**src/hdl/mchw_pkg.sv**
```systemverilog
// Shared types and constants of the multi-channel heartbeat watchdog.
package mchw_pkg;

    typedef enum logic [2:0] {
        CMD_TICK      = 3'd0,
        CMD_HEARTBEAT = 3'd1,
        CMD_RECOVER   = 3'd2,
        CMD_START     = 3'd3,
        CMD_STOP      = 3'd4
    } cmd_t;

    typedef enum logic [1:0] {
        REG_TIMEOUT = 2'd0,
        REG_GRACE   = 2'd1,
        REG_PERIOD  = 2'd2,
        REG_COUNT   = 2'd3
    } reg_idx_t;

    localparam int MS_BITS     = 16;
    localparam int CH_BITS     = 3;
    localparam int COUNT_BITS  = 4;
    localparam int EVENT_LIMIT = 8;

    localparam logic [MS_BITS-1:0]    TIMEOUT_RESET = 16'd500;
    localparam logic [MS_BITS-1:0]    GRACE_RESET   = 16'd8000;
    localparam logic [MS_BITS-1:0]    PERIOD_RESET  = 16'd50;
    localparam logic [COUNT_BITS-1:0] COUNT_RESET   = 4'd3;

    typedef struct packed {
        logic                  tick;
        logic                  restart;
        logic                  recover;
        logic                  heartbeat;
        logic [CH_BITS-1:0]    channel;
        logic [COUNT_BITS-1:0] mon;
        logic                  pend;
        logic                  step;
        logic                  emit;
    } cell_ctrl_t;

endpackage

```
**src/hdl/multi_channel_heartbeat_watchdog.sv**
```systemverilog
// Top level of the multi-channel heartbeat watchdog with its register port.
//
// The s_ channel takes one command beat at a time: tick (one millisecond),
// heartbeat on a channel, recovery, start and stop. Every beat is absorbed as
// it is taken, and s_tready stays high unless a check has events to report.
// While running, a check starts on the tick at which the ticks since the last
// check reach the period register, and it passes a token down the row of
// channel cells, one cell per cycle. Each monitored channel that has just gone
// stale gives one m_ beat carrying its channel, its age and the threshold in
// force; m_tlast marks the final beat of the check. The beat of channel k is
// registered in the output register once the token has reached cell k. A
// check holds s_tready low until the token has passed the last stale channel
// and that channel's event is registered, and longer while m_tready is low
// while an event waits. The output register holds one event, so a new
// command is taken while that event waits. When the receiver stalls, the
// token stops on the cell whose event cannot be handed over. Reset stops the
// block, clears all ages and stale flags and loads the default register
// values. Registers are written through the APB-style port; the user must
// write them only while the block is idle, which the block does not enforce.
module multi_channel_heartbeat_watchdog
    import mchw_pkg::*;
#(
    parameter int CHANNELS = 8,
    parameter int AGE_BITS = 16
) (
    input  logic        aclk,
    input  logic        aresetn,
    input  logic        s_tvalid,
    output logic        s_tready,
    input  logic [7:0]  s_tdata,   // command[2:0], channel[5:3], zero[7:6]
    output logic        m_tvalid,
    input  logic        m_tready,
    output logic [39:0] m_tdata,   // stale_channel[2:0], elapsed[18:3],
                                   // threshold_ms[34:19], zero[39:35]
    output logic        m_tlast,
    input  logic        psel,
    input  logic        penable,
    input  logic        pwrite,
    input  logic [3:0]  paddr,
    input  logic [31:0] pwdata,
    output logic [31:0] prdata,
    output logic        pready
);

    localparam int MON_MAX = (CHANNELS < EVENT_LIMIT) ? CHANNELS : EVENT_LIMIT;
    localparam int CMP_W   = (AGE_BITS > MS_BITS) ? AGE_BITS : MS_BITS;
    localparam logic [MS_BITS-1:0] MS_MAX = {MS_BITS{1'b1}};

    logic [MS_BITS-1:0]    timeout_reg, grace_reg, period_reg;
    logic [COUNT_BITS-1:0] count_reg;
    logic [MS_BITS-1:0]    act_reg, act_next;
    logic [MS_BITS-1:0]    div_reg, div_next;
    logic                  running_reg, running_next;

    logic                  out_valid_reg;
    logic [CH_BITS-1:0]    out_ch_reg;
    logic [MS_BITS-1:0]    out_el_reg;
    logic [MS_BITS-1:0]    out_thr_reg;
    logic                  out_last_reg;

    logic                  cfg_wr;
    reg_idx_t              cfg_idx;
    logic                  s_acc;
    cmd_t                  cmd;
    logic [CH_BITS-1:0]    ch;
    logic [COUNT_BITS-1:0] mon;
    logic [MS_BITS-1:0]    thr;
    logic [MS_BITS-1:0]    div_inc;
    logic                  launch;
    logic                  pend, step, emit, tok_hit, later, out_free;
    cell_ctrl_t            ctrl;

    logic [CHANNELS:0]     tok_chain;
    logic [CHANNELS:0]     seen_chain;
    logic [CHANNELS-1:0]   hit_vec;
    logic [CHANNELS-1:0]   tok_vec;
    logic [AGE_BITS-1:0]   age_sel [CHANNELS];
    logic [AGE_BITS-1:0]   tok_age;
    logic [CMP_W-1:0]      tok_age_ext;
    logic [CH_BITS-1:0]    tok_idx;
    logic [MS_BITS-1:0]    elapsed;

    // Register port.
    assign pready  = 1'b1;
    assign cfg_wr  = psel && penable && pwrite;
    assign cfg_idx = reg_idx_t'(paddr[3:2]);

    always_ff @(posedge aclk) begin
        if (!aresetn) begin
            timeout_reg <= TIMEOUT_RESET;
            grace_reg   <= GRACE_RESET;
            period_reg  <= PERIOD_RESET;
            count_reg   <= COUNT_RESET;
        end else if (cfg_wr) begin
            case (cfg_idx)
                REG_TIMEOUT: timeout_reg <= pwdata[MS_BITS-1:0];
                REG_GRACE:   grace_reg   <= pwdata[MS_BITS-1:0];
                REG_PERIOD:  period_reg  <= pwdata[MS_BITS-1:0];
                REG_COUNT:   count_reg   <= pwdata[COUNT_BITS-1:0];
                default:     timeout_reg <= timeout_reg;
            endcase
        end
    end

    always_comb begin
        case (cfg_idx)
            REG_TIMEOUT: prdata = 32'(timeout_reg);
            REG_GRACE:   prdata = 32'(grace_reg);
            REG_PERIOD:  prdata = 32'(period_reg);
            REG_COUNT:   prdata = 32'(count_reg);
            default:     prdata = '0;
        endcase
    end

    // Command decode and global counters.
    assign s_tready = !pend;
    assign s_acc    = s_tvalid && s_tready;
    assign cmd      = cmd_t'(s_tdata[2:0]);
    assign ch       = s_tdata[5:3];
    assign mon      = (count_reg > COUNT_BITS'(MON_MAX)) ? COUNT_BITS'(MON_MAX) : count_reg;
    assign thr      = (act_reg < grace_reg) ? grace_reg : timeout_reg;
    assign div_inc  = div_reg + MS_BITS'(1);
    assign launch   = s_acc && (cmd == CMD_TICK) && running_reg && (div_inc >= period_reg);

    always_comb begin
        act_next     = act_reg;
        div_next     = div_reg;
        running_next = running_reg;
        if (s_acc) begin
            case (cmd)
                CMD_TICK: begin
                    if (act_reg != MS_MAX) begin
                        act_next = act_reg + MS_BITS'(1);
                    end
                    if (running_reg) begin
                        div_next = (div_inc >= period_reg) ? '0 : div_inc;
                    end
                end
                CMD_START: begin
                    act_next     = '0;
                    div_next     = '0;
                    running_next = 1'b1;
                end
                CMD_STOP: begin
                    running_next = 1'b0;
                end
                default: begin
                    running_next = running_reg;
                end
            endcase
        end
    end

    always_ff @(posedge aclk) begin
        if (!aresetn) begin
            act_reg     <= '0;
            div_reg     <= '0;
            running_reg <= 1'b0;
        end else begin
            act_reg     <= act_next;
            div_reg     <= div_next;
            running_reg <= running_next;
        end
    end

    // Check token control.
    assign pend     = |(hit_vec & seen_chain[CHANNELS:1]);
    assign tok_hit  = |(hit_vec & tok_vec);
    assign later    = |(hit_vec & seen_chain[CHANNELS-1:0]);
    assign out_free = !out_valid_reg || m_tready;
    assign step     = !tok_hit || out_free;
    assign emit     = pend && tok_hit && out_free;

    always_comb begin
        ctrl           = '0;
        ctrl.tick      = s_acc && (cmd == CMD_TICK);
        ctrl.restart   = s_acc && (cmd == CMD_START);
        ctrl.recover   = s_acc && (cmd == CMD_RECOVER) && running_reg;
        ctrl.heartbeat = s_acc && (cmd == CMD_HEARTBEAT) && running_reg;
        ctrl.channel   = ch;
        ctrl.mon       = mon;
        ctrl.pend      = pend;
        ctrl.step      = step;
        ctrl.emit      = emit;
    end

    assign tok_chain[0]  = launch;
    assign seen_chain[0] = 1'b0;

    for (genvar i = 0; i < CHANNELS; i++) begin : g_cell
        mchw_cell #(
            .AGE_BITS (AGE_BITS),
            .INDEX    (i)
        ) u_cell (
            .aclk     (aclk),
            .aresetn  (aresetn),
            .ctrl     (ctrl),
            .thr      (thr),
            .tok_in   (tok_chain[i]),
            .seen_in  (seen_chain[i]),
            .tok_out  (tok_chain[i+1]),
            .seen_out (seen_chain[i+1]),
            .hit      (hit_vec[i]),
            .age_sel  (age_sel[i])
        );
    end

    assign tok_vec = tok_chain[CHANNELS:1];

    always_comb begin
        tok_age = '0;
        tok_idx = '0;
        for (int i = 0; i < CHANNELS; i++) begin
            tok_age = tok_age | age_sel[i];
            if (tok_vec[i]) begin
                tok_idx = tok_idx | CH_BITS'(i);
            end
        end
    end

    assign tok_age_ext = CMP_W'(tok_age);
    assign elapsed     = (tok_age_ext > CMP_W'(MS_MAX)) ? MS_MAX : tok_age_ext[MS_BITS-1:0];

    // Output register.
    always_ff @(posedge aclk) begin
        if (!aresetn) begin
            out_valid_reg <= 1'b0;
        end else if (emit) begin
            out_valid_reg <= 1'b1;
        end else if (m_tready) begin
            out_valid_reg <= 1'b0;
        end
    end

    always_ff @(posedge aclk) begin
        if (emit) begin
            out_ch_reg   <= tok_idx;
            out_el_reg   <= elapsed;
            out_thr_reg  <= thr;
            out_last_reg <= !later;
        end
    end

    assign m_tvalid = out_valid_reg;
    assign m_tdata  = {5'b0, out_thr_reg, out_el_reg, out_ch_reg};
    assign m_tlast  = out_last_reg;

`ifndef SYNTHESIS
    a_tok_onehot: assert property (@(posedge aclk) disable iff (!aresetn)
        $onehot0(tok_vec))
        else $error("check token is held by more than one cell");

    a_emit_room: assert property (@(posedge aclk) disable iff (!aresetn)
        emit |-> (!out_valid_reg || m_tready))
        else $error("event overwrote an undelivered event");

    a_no_launch_stopped: assert property (@(posedge aclk) disable iff (!aresetn)
        !running_reg |-> !launch)
        else $error("check launched while stopped");

    a_hit_range: assert property (@(posedge aclk) disable iff (!aresetn)
        $countones(hit_vec) <= int'(mon))
        else $error("unmonitored channel flagged for a check");

    a_emit_sets_stale: assert property (@(posedge aclk) disable iff (!aresetn)
        emit |=> !tok_hit || !$stable(tok_vec))
        else $error("token stayed on a channel that was just reported");
`endif

endmodule

```
**src/hdl/mchw_cell.sv**
```systemverilog
// One channel cell: age counter, stale flag and the check token stage.
module mchw_cell
    import mchw_pkg::*;
#(
    parameter int AGE_BITS = 16,
    parameter int INDEX    = 0
) (
    input  logic                aclk,
    input  logic                aresetn,
    input  cell_ctrl_t          ctrl,
    input  logic [MS_BITS-1:0]  thr,
    input  logic                tok_in,
    input  logic                seen_in,
    output logic                tok_out,
    output logic                seen_out,
    output logic                hit,
    output logic [AGE_BITS-1:0] age_sel
);

    localparam int  CMP_W    = (AGE_BITS > MS_BITS) ? AGE_BITS : MS_BITS;
    localparam bit  IN_RANGE = INDEX < EVENT_LIMIT;
    localparam logic [COUNT_BITS-1:0] IDX = COUNT_BITS'(INDEX);
    localparam logic [AGE_BITS-1:0]   AGE_MAX = {AGE_BITS{1'b1}};

    logic [AGE_BITS-1:0] age_reg, age_next;
    logic                stale_reg, stale_next;
    logic                tok_reg, tok_next;
    logic                monitored;
    logic                hb_match;
    logic [CMP_W-1:0]    age_ext;
    logic [CMP_W-1:0]    thr_ext;

    assign monitored = IN_RANGE && (IDX < ctrl.mon);
    assign hb_match  = ctrl.heartbeat && monitored && (ctrl.channel == CH_BITS'(INDEX));
    assign age_ext   = CMP_W'(age_reg);
    assign thr_ext   = CMP_W'(thr);
    assign hit       = monitored && !stale_reg && (age_ext >= thr_ext);

    always_comb begin
        age_next = age_reg;
        if (ctrl.restart || hb_match) begin
            age_next = '0;
        end else if (ctrl.tick && age_reg != AGE_MAX) begin
            age_next = age_reg + AGE_BITS'(1);
        end
    end

    always_comb begin
        stale_next = stale_reg;
        if (ctrl.restart || ctrl.recover || hb_match) begin
            stale_next = 1'b0;
        end else if (ctrl.emit && tok_reg) begin
            stale_next = 1'b1;
        end
    end

    always_comb begin
        if (ctrl.pend) begin
            tok_next = ctrl.step ? tok_in : tok_reg;
        end else begin
            tok_next = (INDEX == 0) ? tok_in : 1'b0;
        end
    end

    always_ff @(posedge aclk) begin
        if (!aresetn) begin
            age_reg   <= '0;
            stale_reg <= 1'b0;
            tok_reg   <= 1'b0;
        end else begin
            age_reg   <= age_next;
            stale_reg <= stale_next;
            tok_reg   <= tok_next;
        end
    end

    assign tok_out  = tok_reg;
    assign seen_out = seen_in | tok_reg;
    assign age_sel  = tok_reg ? age_reg : '0;

endmodule

```
**config.mk**
```make
export PLATFORM = sky130hd
export DESIGN_NAME = multi_channel_heartbeat_watchdog
export DESIGN_NICKNAME = d
export VERILOG_FILES = /design/src/hdl/mchw_pkg.sv /design/src/hdl/multi_channel_heartbeat_watchdog.sv /design/src/hdl/mchw_cell.sv
export SDC_FILE = /design/constraint.sdc
export NUM_CORES = 1
export LEC_CHECK = 0
export BUFFER_PORTS_ARGS = -buffer_cell sky130_fd_sc_hd__clkbuf_2
export CAP_MARGIN = 5
export CORE_ASPECT_RATIO = 1.25
export CORE_MARGIN = 2
export CORE_UTILIZATION = 62
export DETAILED_ROUTE_END_ITERATION = 8
export HOLD_SLACK_MARGIN = 0.12
export PLACE_DENSITY = 0.86
export SETUP_SLACK_MARGIN = 0.15
export SYNTH_ARGS = -nofsm -noshare
export SYNTH_HDL_FRONTEND = slang
export SYNTH_SLANG_ARGS = --single-unit
```
**constraint.sdc**
```tcl
create_clock -name aclk -period 8 [get_ports aclk]
set_input_delay 0.4 -clock aclk [delete_from_list [all_inputs] [get_ports aclk]]
set_output_delay 0.4 -clock aclk [all_outputs]
set_load 0.02 [all_outputs]
```
## Word level (Yosys, flattened, before mapping)

Index checks and enable logic that the tools add are counted.

- Multiplexer cells: 25
- Eq/ne operators: 26
- Reductions and logical operators: 127
- Order comparisons: 20
- Add/sub/neg operators: 10
- Bitwise operators: 18

Operator list:

| kind | count |
|---|---|
| 16-bit 2-to-1 mux | 12 |
| 16-bit by 1-bit adder with 16-bit output (second input constant) | 10 |
| 16-bit >= comparator | 9 |
| 16-bit inequality test (second input constant) | 9 |
| 32-bit case mux with 4 select lines | 1 |
| 16-bit OR | 7 |
| 16-bit case mux with 2 select lines | 2 |
| 1-bit logical AND | 61 |
| 2-bit OR reduction | 17 |
| 8-bit bitwise AND | 3 |
| 8-bit OR reduction | 3 |
| 1-bit logical OR | 19 |
| 16-bit greater-than comparator (second input constant) | 1 |
| 16-bit < comparator | 1 |
| 3-bit by 4-bit < comparator with 1-bit output (first input constant) | 4 |
| 3-bit == test (second input constant) | 5 |
| 3-bit by 2-bit == test with 1-bit output (second input constant) | 4 |
| 1-bit logical NOT | 12 |
| 2-bit AND reduction | 6 |
| 1-bit by 4-bit < comparator with 1-bit output (first input constant) | 2 |
| 2-bit by 4-bit < comparator with 1-bit output (first input constant) | 2 |
| 1-bit OR | 7 |
| 3-bit by 1-bit == test with 1-bit output (second input constant) | 2 |
| 3-bit logical NOT | 2 |
| other kinds (14) | 25 |

- Bits of input ports: 51
- Flip-flop bits (word level): 266
- Output and inout port bits: 76

## Depth between registers and ports, before layout

Gate-level depths: netlist of the first run.

- Depth in word-level cells: 17
- Mapped depth: 24
- Gate-level depth less buffers: 19

## Hierarchy

Synthesis of the first run repeated with hierarchy kept, for this count alone.

- Cell total of the unflattened synthesis: 2233
- Area total of the unflattened synthesis: 18511.5 µm²

Modules (own cells, without submodules):

| module | area an instance (µm²) | instances | cells each |
|---|---|---|---|
| multi_channel_heartbeat_watchdog | 6829.0 | 1 | 769 |
| mchw_cell at g_cell[4].u_cell | 1526.5 | 1 | 184 |
| mchw_cell at g_cell[6].u_cell | 1495.2 | 1 | 189 |
| mchw_cell at g_cell[7].u_cell | 1491.4 | 1 | 190 |
| mchw_cell at g_cell[5].u_cell | 1455.1 | 1 | 178 |
| mchw_cell at g_cell[3].u_cell | 1453.9 | 1 | 179 |
| mchw_cell at g_cell[2].u_cell | 1435.1 | 1 | 180 |
| mchw_cell at g_cell[0].u_cell | 1422.6 | 1 | 182 |
| mchw_cell at g_cell[1].u_cell | 1402.6 | 1 | 182 |

## Worst setup path after synthesis of the first run

Ideal clock, no wire load.

- Path type: flip-flop to flip-flop
- Start point: register grace_reg[1]
- End point: register out_last_reg, in the netlist m_tlast (enable)
- Buffers on the path: 4
- Library setup time: 397 ps
- Arrival: 5361 ps
- Clock period less this slack: 5757 ps
- Cell stages (with the launch flop): 19
- Path slack: 2243 ps
- Cell sequence: dfxtp_1 -> inv_1 -> ha_1 -> a2111o_1 -> a311oi_1 -> nand2_1 -> clkbuf_1 -> clkbuf_1 -> a21oi_1 -> ha_1 -> nand4_1 -> or3_1 -> clkbuf_1 -> or4_1 -> o2111a_1 -> a41oi_1 -> or3_1 -> clkbuf_1 -> and2_1

- Longest elaborated chain between the ends: 8

Ends and longest elaborated chain:

| item | line | text |
|---|---|---|
| start: declaration | multi_channel_heartbeat_watchdog.sv:49 | `logic [MS_BITS-1:0] timeout_reg, grace_reg, period_reg;` |
| start signal: assignment | multi_channel_heartbeat_watchdog.sv:97 | `REG_GRACE: grace_reg <= pwdata[MS_BITS-1:0];` |
| 16-bit < comparator | multi_channel_heartbeat_watchdog.sv:121 | `assign thr = (act_reg < grace_reg) ? grace_reg : timeout_reg;` |
| 16-bit 2-to-1 mux (*) | multi_channel_heartbeat_watchdog.sv:121 |  |
| 16-bit >= comparator | mchw_cell.sv:37 | `assign hit = monitored && !stale_reg && (age_ext >= thr_ext);` |
| 1-bit logical AND | mchw_cell.sv:37 |  |
| 8-bit bitwise AND (on tied branches) | multi_channel_heartbeat_watchdog.sv:167, multi_channel_heartbeat_watchdog.sv:168 |  |
| 8-bit OR reduction (on tied branches) | multi_channel_heartbeat_watchdog.sv:167, multi_channel_heartbeat_watchdog.sv:168 |  |
| 1-bit logical AND (*) (2 in series) | multi_channel_heartbeat_watchdog.sv:172 | `assign emit = pend && tok_hit && out_free;` |
| net emit | multi_channel_heartbeat_watchdog.sv:70 | `logic pend, step, emit, tok_hit, later, out_free;` |
| end signal: assignment | multi_channel_heartbeat_watchdog.sv:240 | `out_last_reg <= !later;` |
| end: declaration | multi_channel_heartbeat_watchdog.sv:59 | `logic out_last_reg;` |

The timed path passes the listed nets; every way through them passes the cells marked *.
A chain may end at the register's enable or synchronous reset.

## Worst setup path after layout of the first run

- Start point: register grace_reg[1]
- End point: output port s_tready

- Longest elaborated chain between the ends: 7

Ends and longest elaborated chain:

| item | line | text |
|---|---|---|
| 16-bit < comparator (*) | multi_channel_heartbeat_watchdog.sv:121 |  |
| 16-bit 2-to-1 mux (*) | multi_channel_heartbeat_watchdog.sv:121 |  |
| net g_cell[0].u_cell.thr[11] | mchw_cell.sv:11 | `input logic [MS_BITS-1:0] thr,` |
| 16-bit >= comparator | mchw_cell.sv:37 |  |
| 1-bit logical AND | mchw_cell.sv:37 |  |
| 8-bit bitwise AND (*) | multi_channel_heartbeat_watchdog.sv:167 | `assign pend = \|(hit_vec & seen_chain[CHANNELS:1]);` |
| 8-bit OR reduction (*) | multi_channel_heartbeat_watchdog.sv:167 |  |
| 1-bit logical NOT (*) | multi_channel_heartbeat_watchdog.sv:116 | `assign s_tready = !pend;` |
| end: declaration | multi_channel_heartbeat_watchdog.sv:29 | `output logic s_tready,` |

Marks and branches as above.

==> impl_metrics.ini, run 1 <==
[run]
maxCapViolations = 0

[floorplanning]
num_rows = 69
dieWidth_um = 155
die_area_um2 = 30000
start_util_pct = 62.6
ios = 127
die_y_um = 193
core_area_um2 = 28300

[grt]
grtUsageTotal_pct = 39.8
grt_pass1_wl_um = 92600
grt_overflow = 0
grt_max_degree = 103
grt_pass1_vias = 16519
antenna_found_initial = 0

[power]
p_per_area_nw_per_um2 = 152
total_power_mw = 2.95
ir_worst_vdd_mv = 0.198
power_leakage_nw = 7.20

[route]
wl_per_cell_um = 23.5
drtIter0Drc = 1805
drt_pass1_iterations = 6
ant_nets = 0
totalWireLength_um = 60300
drc = 0
viasPerCell = 6.80
vias = 17448

[synth]
synth_area_leaders = dfxtp_1 (26%), ha_1 (11%), edfxtp_1 (6.1%)
ys.warnings.count = 0
synth_edf_count = 36
synth_top_cell_area_share_pct = 26.0
syn_avg_cell_area_um2 = 8.31
synthCells = 2133
synth_cell_types = 85
synth_top_cell_by_area = dfxtp_1
yosys_most_used_dff = dfxtp_1
synth_area_um2 = 17700
async_flop_share_pct = 0
ys_ff_latch = 266
seq_area_frac_synth_pct = 32.1

[worst_hold_path]
worstHoldPathType = input port to flip-flop

[placed_design]
hpwl_um = 43700
gp_congestion = 1.07
place_ws_ps = 1490
numPortBuffers = 84

[timing]
setup_tns_ps = 0
worst_pin_slew_ps = 1280
finalWorstSetupSlack_ps = 891
hold_viol_final = 0
drv_slew = 0
finalCritPeriodShare_pct = 88.9
setup_viol_count_final = 0
relSlewSlack_pct = 14.3
fin_skew_ps = 13.1
rsz0062_at_grt = false
period_minus_slack_ps = 7110
max_freq_mhz = 141

[clocking]
cts_sinks = 266
ctsLongestPathBuffers = 3
cts_buffers = 28
cts.reportedPaths.clkPinSlew_ps = 70
cts_htree_levels = 1
cts_tree = built
clock-root-buffer = clkbuf_16
clock_latency_ps = 570
cts_setup_buffers = 0

[critical_path]
crit_top_cell = inv_1
worst_setup_path_start_kind = flip-flop
worstPathArrival_ps = 6710
path_class = flip-flop to output port
path_max_fanout = 23
worstPathRequired_ps = 7600
cpMaxStageDelayCell = and4_1
cp-end-kind = output port
critPathMaxStageDelay_ps = 680
path_cells = inv_1 -> ha_1 -> a2111o_1 -> a311oi_1 -> nand2_1 -> a21o_1 -> inv_1 -> ha_1 -> a211oi_1 -> o22ai_1 -> o41ai_1 -> nor2b_1 -> nor4_1 -> and4_1 -> nand3_1 -> inv_1 -> clkbuf_2

[cells_and_area]
largest_register_ffs = 128
fillers = 2235
final_nets = 2401
area_growth_pct = 9.71
fin_util_pct = 68.7
final_cell_mix = nand2_1 (234), dfxtp_1 (230), nor2_1 (176), ha_1 (161), a21oi_1 (117)
drive_above_1_share_pct = 9.77
layout_commonest_cell = nand2_1

[outcome]
status = finished clean
## critical path: cells and delay by family, from the launching register on
| family | cells | cell delay, ps |
|---|---|---|
| adders and majority gates | 2 | 670 |
| AOI/OAI and AO/OA | 6 | 2010 |
| buffers and inverters | 4 | 940 |
| and+or+nand+nor | 5 | 2140 |
| DFF | 1 | 370 |
## path summary, 6_finish.rpt
path	start	to	slack (ps)	cells after the start
hold reg to reg	div_reg[15]$_SDFFE_PN0P_	div_reg[15]$_SDFFE_PN0P_	490	2
setup / recovery	grace_reg[1]$_SDFFE_PN0P_	s_tready	890	17
setup reg to reg	grace_reg[1]$_SDFFE_PN0P_	g_cell[3].u_cell.age_ext[11]$_SDFFE_PP0P_	1240	18
hold / removal	s_tdata[1]	running_reg$_SDFFE_PN0P_	250	3
## per-stage QoR
| stage | std cells | hold slack (ps) | instance area (µm²) |
|---|---|---|---|
| 6_report | 2567 | 247 | 19400 |
| 5_1_grt | 2566 | 286 | 19400 |
| 4_1_cts | 2566 | 231 | 19400 |
| 3_5_place_dp | 2498 | 471 | 18300 |
| 3_3_place_gp | 2498 | 461 | 18300 |
| 2_1_floorplan | 2153 | 450 | 17800 |
## repair_timing
| action | CTS | global route |
|---|---|---|
| resized for setup | 0 | 0 |
| endpoints found under the setup margin | 0 | 0 |
| hold endpoints to repair | 38 | 0 |
| hold buffers | 16 | 0 |
## where the power goes
| group | switching (mW) | internal [mW] |
|---|---|---|
| sequential | 0.00883 | 1.36 |
| combinational | 0.110 | 0.0498 |
| clock | 0.577 | 0.850 |
| total | 0.696 | 2.26 |
## per-layer routing
layer  GRT usage, %  vias to the layer above  share of wire (%)
met5              0                        -                  0
met4           32.5                        0                9.6
met3           7.33                      311                9.3
met2           66.3                     1046                 46
met1           44.7                     8169                 35
li1               -                     7922                  -
## synth_stat cells (18+ instances only)
cell type	n
clkbuf_1	62
inv_1	81
buf_4	23
or3_1	21
a21o_1	22
mux2i_1	29
and4_1	18
edfxtp_1	36
ha_1	161
nor3_1	88
nand4_1	67
and3_1	38
xnor2_1	96
a22oi_1	68
a21oi_1	117
nor2_1	176
nand2b_1	18
dfxtp_1	230
a21boi_0	44
a211oi_1	20
nand3_1	114
nand2_1	234
a31oi_1	20
o21ai_0	70
buf_2	23
## layout make-up
type                       instances  area (µm²)  share of cell area [%]
inverter                          81         304                    1.56
multi-input combinational       1685       11200                    57.7
clock inverter                    19         236                    1.22
clock buffer                      33         771                    3.96
tap                              355         444                    2.28
sequential                       266        5690                    29.2
antenna                            1        2.50                  0.0129
timing repair buffer             127         786                    4.04
## cells by family (layout without fill, tap and decap cells)
| kind of cell | count (synthesis) | count (layout) | share of synthesized area (%) |
|---|---|---|---|
| fa+ha+maj | 161 | 161 | 11.4 |
| mux | 35 | 35 | 2.27 |
| flops | 266 | 266 | 32.1 |
| simple gates | 905 | 905 | 26.2 |
| compound gates | 456 | 456 | 17.7 |
| other cells | 2 | 23 | 0.0424 |
| buf+inv | 202 | 260 | 5.10 |
| xor+xnor | 106 | 106 | 5.24 |
Power figures use the tool's default switching activity.
==> inputs of run 2 (changes only) <==
PLACE_DENSITY = 0.85   (was 0.86)
SYNTH_HIERARCHICAL = 1   (was unset)
==> run 2 against run 1 <==
  * The flow now finishes with violations (capacitance limit)
  * Critical endpoint is now g_cell[2].u_cell/age_ext[5]$_SDFFE_PP0P_
  * First-iteration DRC count shrank 17%
  * Setup slack lost 320 ps
  * Critical path type is now flip-flop to flip-flop
  * Non-clock buffer count grew 1
  * Highest routed layer is now met5
==> impl_metrics.ini, run 2 <==
[outcome]
status = complete, but fails checks
violations = capacitance limit

[timing]
period_minus_slack_ps = 7430
setup_tns_ps = 0
worst_pin_slew_ps = 1480
finalWorstSetupSlack_ps = 572
drv_slew = 0
max_freq_mhz = 135
hold_viol_final = 0
finalCritPeriodShare_pct = 92.9
setup_viol_count_final = 0
fin_skew_ps = 35.4
relSlewSlack_pct = 0.353
rsz0062_at_grt = false
holdWs_ps = 144

[clocking]
cts_htree_levels = 1
cts_tree = built
clock-root-buffer = clkbuf_16
ctsLongestPathBuffers = 3
cts_sinks = 266
cts.reportedPaths.clkPinSlew_ps = 60
cts_buffers = 28
clock_latency_ps = 590

[route]
totalWireLength_um = 56100
drt_pass1_iterations = 7
drtIter0Drc = 1500
viasPerCell = 6.49
drc = 0
vias = 17782
ant_nets = 0
wl_per_cell_um = 20.5

[floorplanning]
start_util_pct = 63.1
die_y_um = 197
ios = 127
dieWidth_um = 159
core_area_um2 = 29300
num_rows = 70
die_area_um2 = 31300

[critical_path]
worst_setup_path_start_kind = flip-flop
path_cells = ha_1 -> a21oi_1 -> o21ai_0 -> a211oi_1 -> o31ai_4 -> buf_4 -> o21ai_1 -> inv_1 -> ha_1 -> nand4_1 -> a211oi_1 -> nor3_1 -> a311oi_1 -> a22o_1 -> a221oi_4 -> nand2_1 -> inv_1 -> nand3_1 -> nor3_1 -> buf_4 -> nor4bb_1 -> a21o_1 -> or4_1 -> nand2_1
cpMaxStageDelayCell = o21ai_1
path_max_fanout = 21
critPathMaxStageDelay_ps = 1010
crit_buf_inv = 4
path_class = flip-flop to flip-flop
cp_top_family = compound AO/OA/AOI/OAI gates
cp-end-kind = flip-flop
worstPathArrival_ps = 7880
worstPathRequired_ps = 8450

[synth]
seq_area_frac_synth_pct = 30.7
syn_avg_cell_area_um2 = 8.29
synth_common_cells = nand2_1 (284), dfxtp_1 (230), inv_1 (180)
yosys_most_used_dff = dfxtp_1
ys_ff_latch = 266
synth_top_cell_area_share_pct = 24.9
synth_edf_count = 36
synthCells = 2233
ys.warnings.count = 6
synth_area_leaders = dfxtp_1 (25%), ha_1 (11%), edfxtp_1 (5.8%)
synth_cell_types = 106
synth_area_um2 = 18500
async_flop_share_pct = 0
synth_top_cell_by_area = dfxtp_1
synth.most_common_cell = nand2_1

[grt]
grt_pass1_vias = 17218
grtUsageTotal_pct = 36.0
grt_pass1_wl_um = 88900
grt_overflow = 0
grt_max_degree = 58
antenna_found_initial = 1

[placed_design]
hpwl_um = 40200
numPortBuffers = 84
dp.cells = 2675
gp_congestion = 1.09
place_ws_ps = 810
dpl_cell_area_um2 = 19300

[cells_and_area]
fillers = 2255
final_cell_mix = nand2_1 (284), dfxtp_1 (230), inv_1 (180), ha_1 (169), a21oi_1 (132)
area_growth_pct = 10.2
drive_above_1_share_pct = 11.9
antennaDiodeCount = 0
final_nets = 2543
fin_util_pct = 69.5
final_area_um2 = 20400
instances_no_fill = 2741
layout_commonest_cell = nand2_1
largest_register_ffs = 128

[power]
power_leakage_nw = 8.38
total_power_mw = 2.96
ir_worst_vdd_mv = 0.181
p_per_area_nw_per_um2 = 145

[run]
maxCapViolations = 1

[worst_hold_path]
worstHoldPathType = input port to flip-flop
-- run 2: cell count changes after synthesis, moves of 51 or more --
cell,previous run,this run
nor2_1,176,79
nor3_1,88,37
a22oi_1,68,8
inv_1,81,180
xnor2_1,96,26
and2_1,14,126
-- run 2: final timing paths --
kind / startpoint / to / slack [ps] / cells past startpoint
min: pwdata[8] / timeout_reg[8]$_SDFFE_PN1P_ / 140 / 3
max: act_reg[11]$_SDFFE_PN0P_ / g_cell[2].u_cell/age_ext[5]$_SDFFE_PP0P_ / 570 / 24
min reg2reg: div_reg[8]$_SDFFE_PN0P_ / div_reg[8]$_SDFFE_PN0P_ / 470 / 2
max reg2reg: act_reg[11]$_SDFFE_PN0P_ / g_cell[2].u_cell/age_ext[5]$_SDFFE_PP0P_ / 570 / 24
-- run 2: worst min-delay path: stages --
cell and delay, ps:
clkbuf_2 140, nand2_1 70, nand3_1 90
-- run 2: report_power, final --
group	switching [mW]	internal, mW
registers	0.00686	1.36
logic	0.112	0.0524
clock network	0.562	0.866
total	0.682	2.27
-- run 2: cell type report --
cell class                 instances  area [µm²]  area share (%)
timing repair buffer             128         798            3.91
multi-input combinational       1719       11700            57.6
clock inverter                    15         236            1.16
clock buffer                      37         766            3.75
sequential                       266        5690            27.9
inverter                         180         676            3.31
tap                              396         495            2.43
-- run 2: cell families after synthesis --
family          synth area share [%]
flops                           30.7
mux                             3.14
simple gates                    30.2
fa+ha+maj                       11.4
buf+inv                         6.48
compound gates                  16.6
other cells                   0.0406
xor+xnor                        1.42
-- run 2: metal layers --
| layer | vias up | global-route usage (%) | wire length [µm] |
|---|---|---|---|
| li1 | 8243 | - | - |
| met1 | 8364 | 40.8 | 20200 |
| met2 | 884 | 58.9 | 26100 |
| met3 | 289 | 6.93 | 4810 |
| met4 | 2 | 28.1 | 5050 |
| met5 | - | 0 | 11 |
-- run 2: timing repair --
action / CTS / global route
hold endpoints to repair: 33 / 0
hold buffers: 14 / 0
setup buffers: 0 / 0
gates resized for setup: 0 / 1
endpoints found under the setup margin: 0 / 1
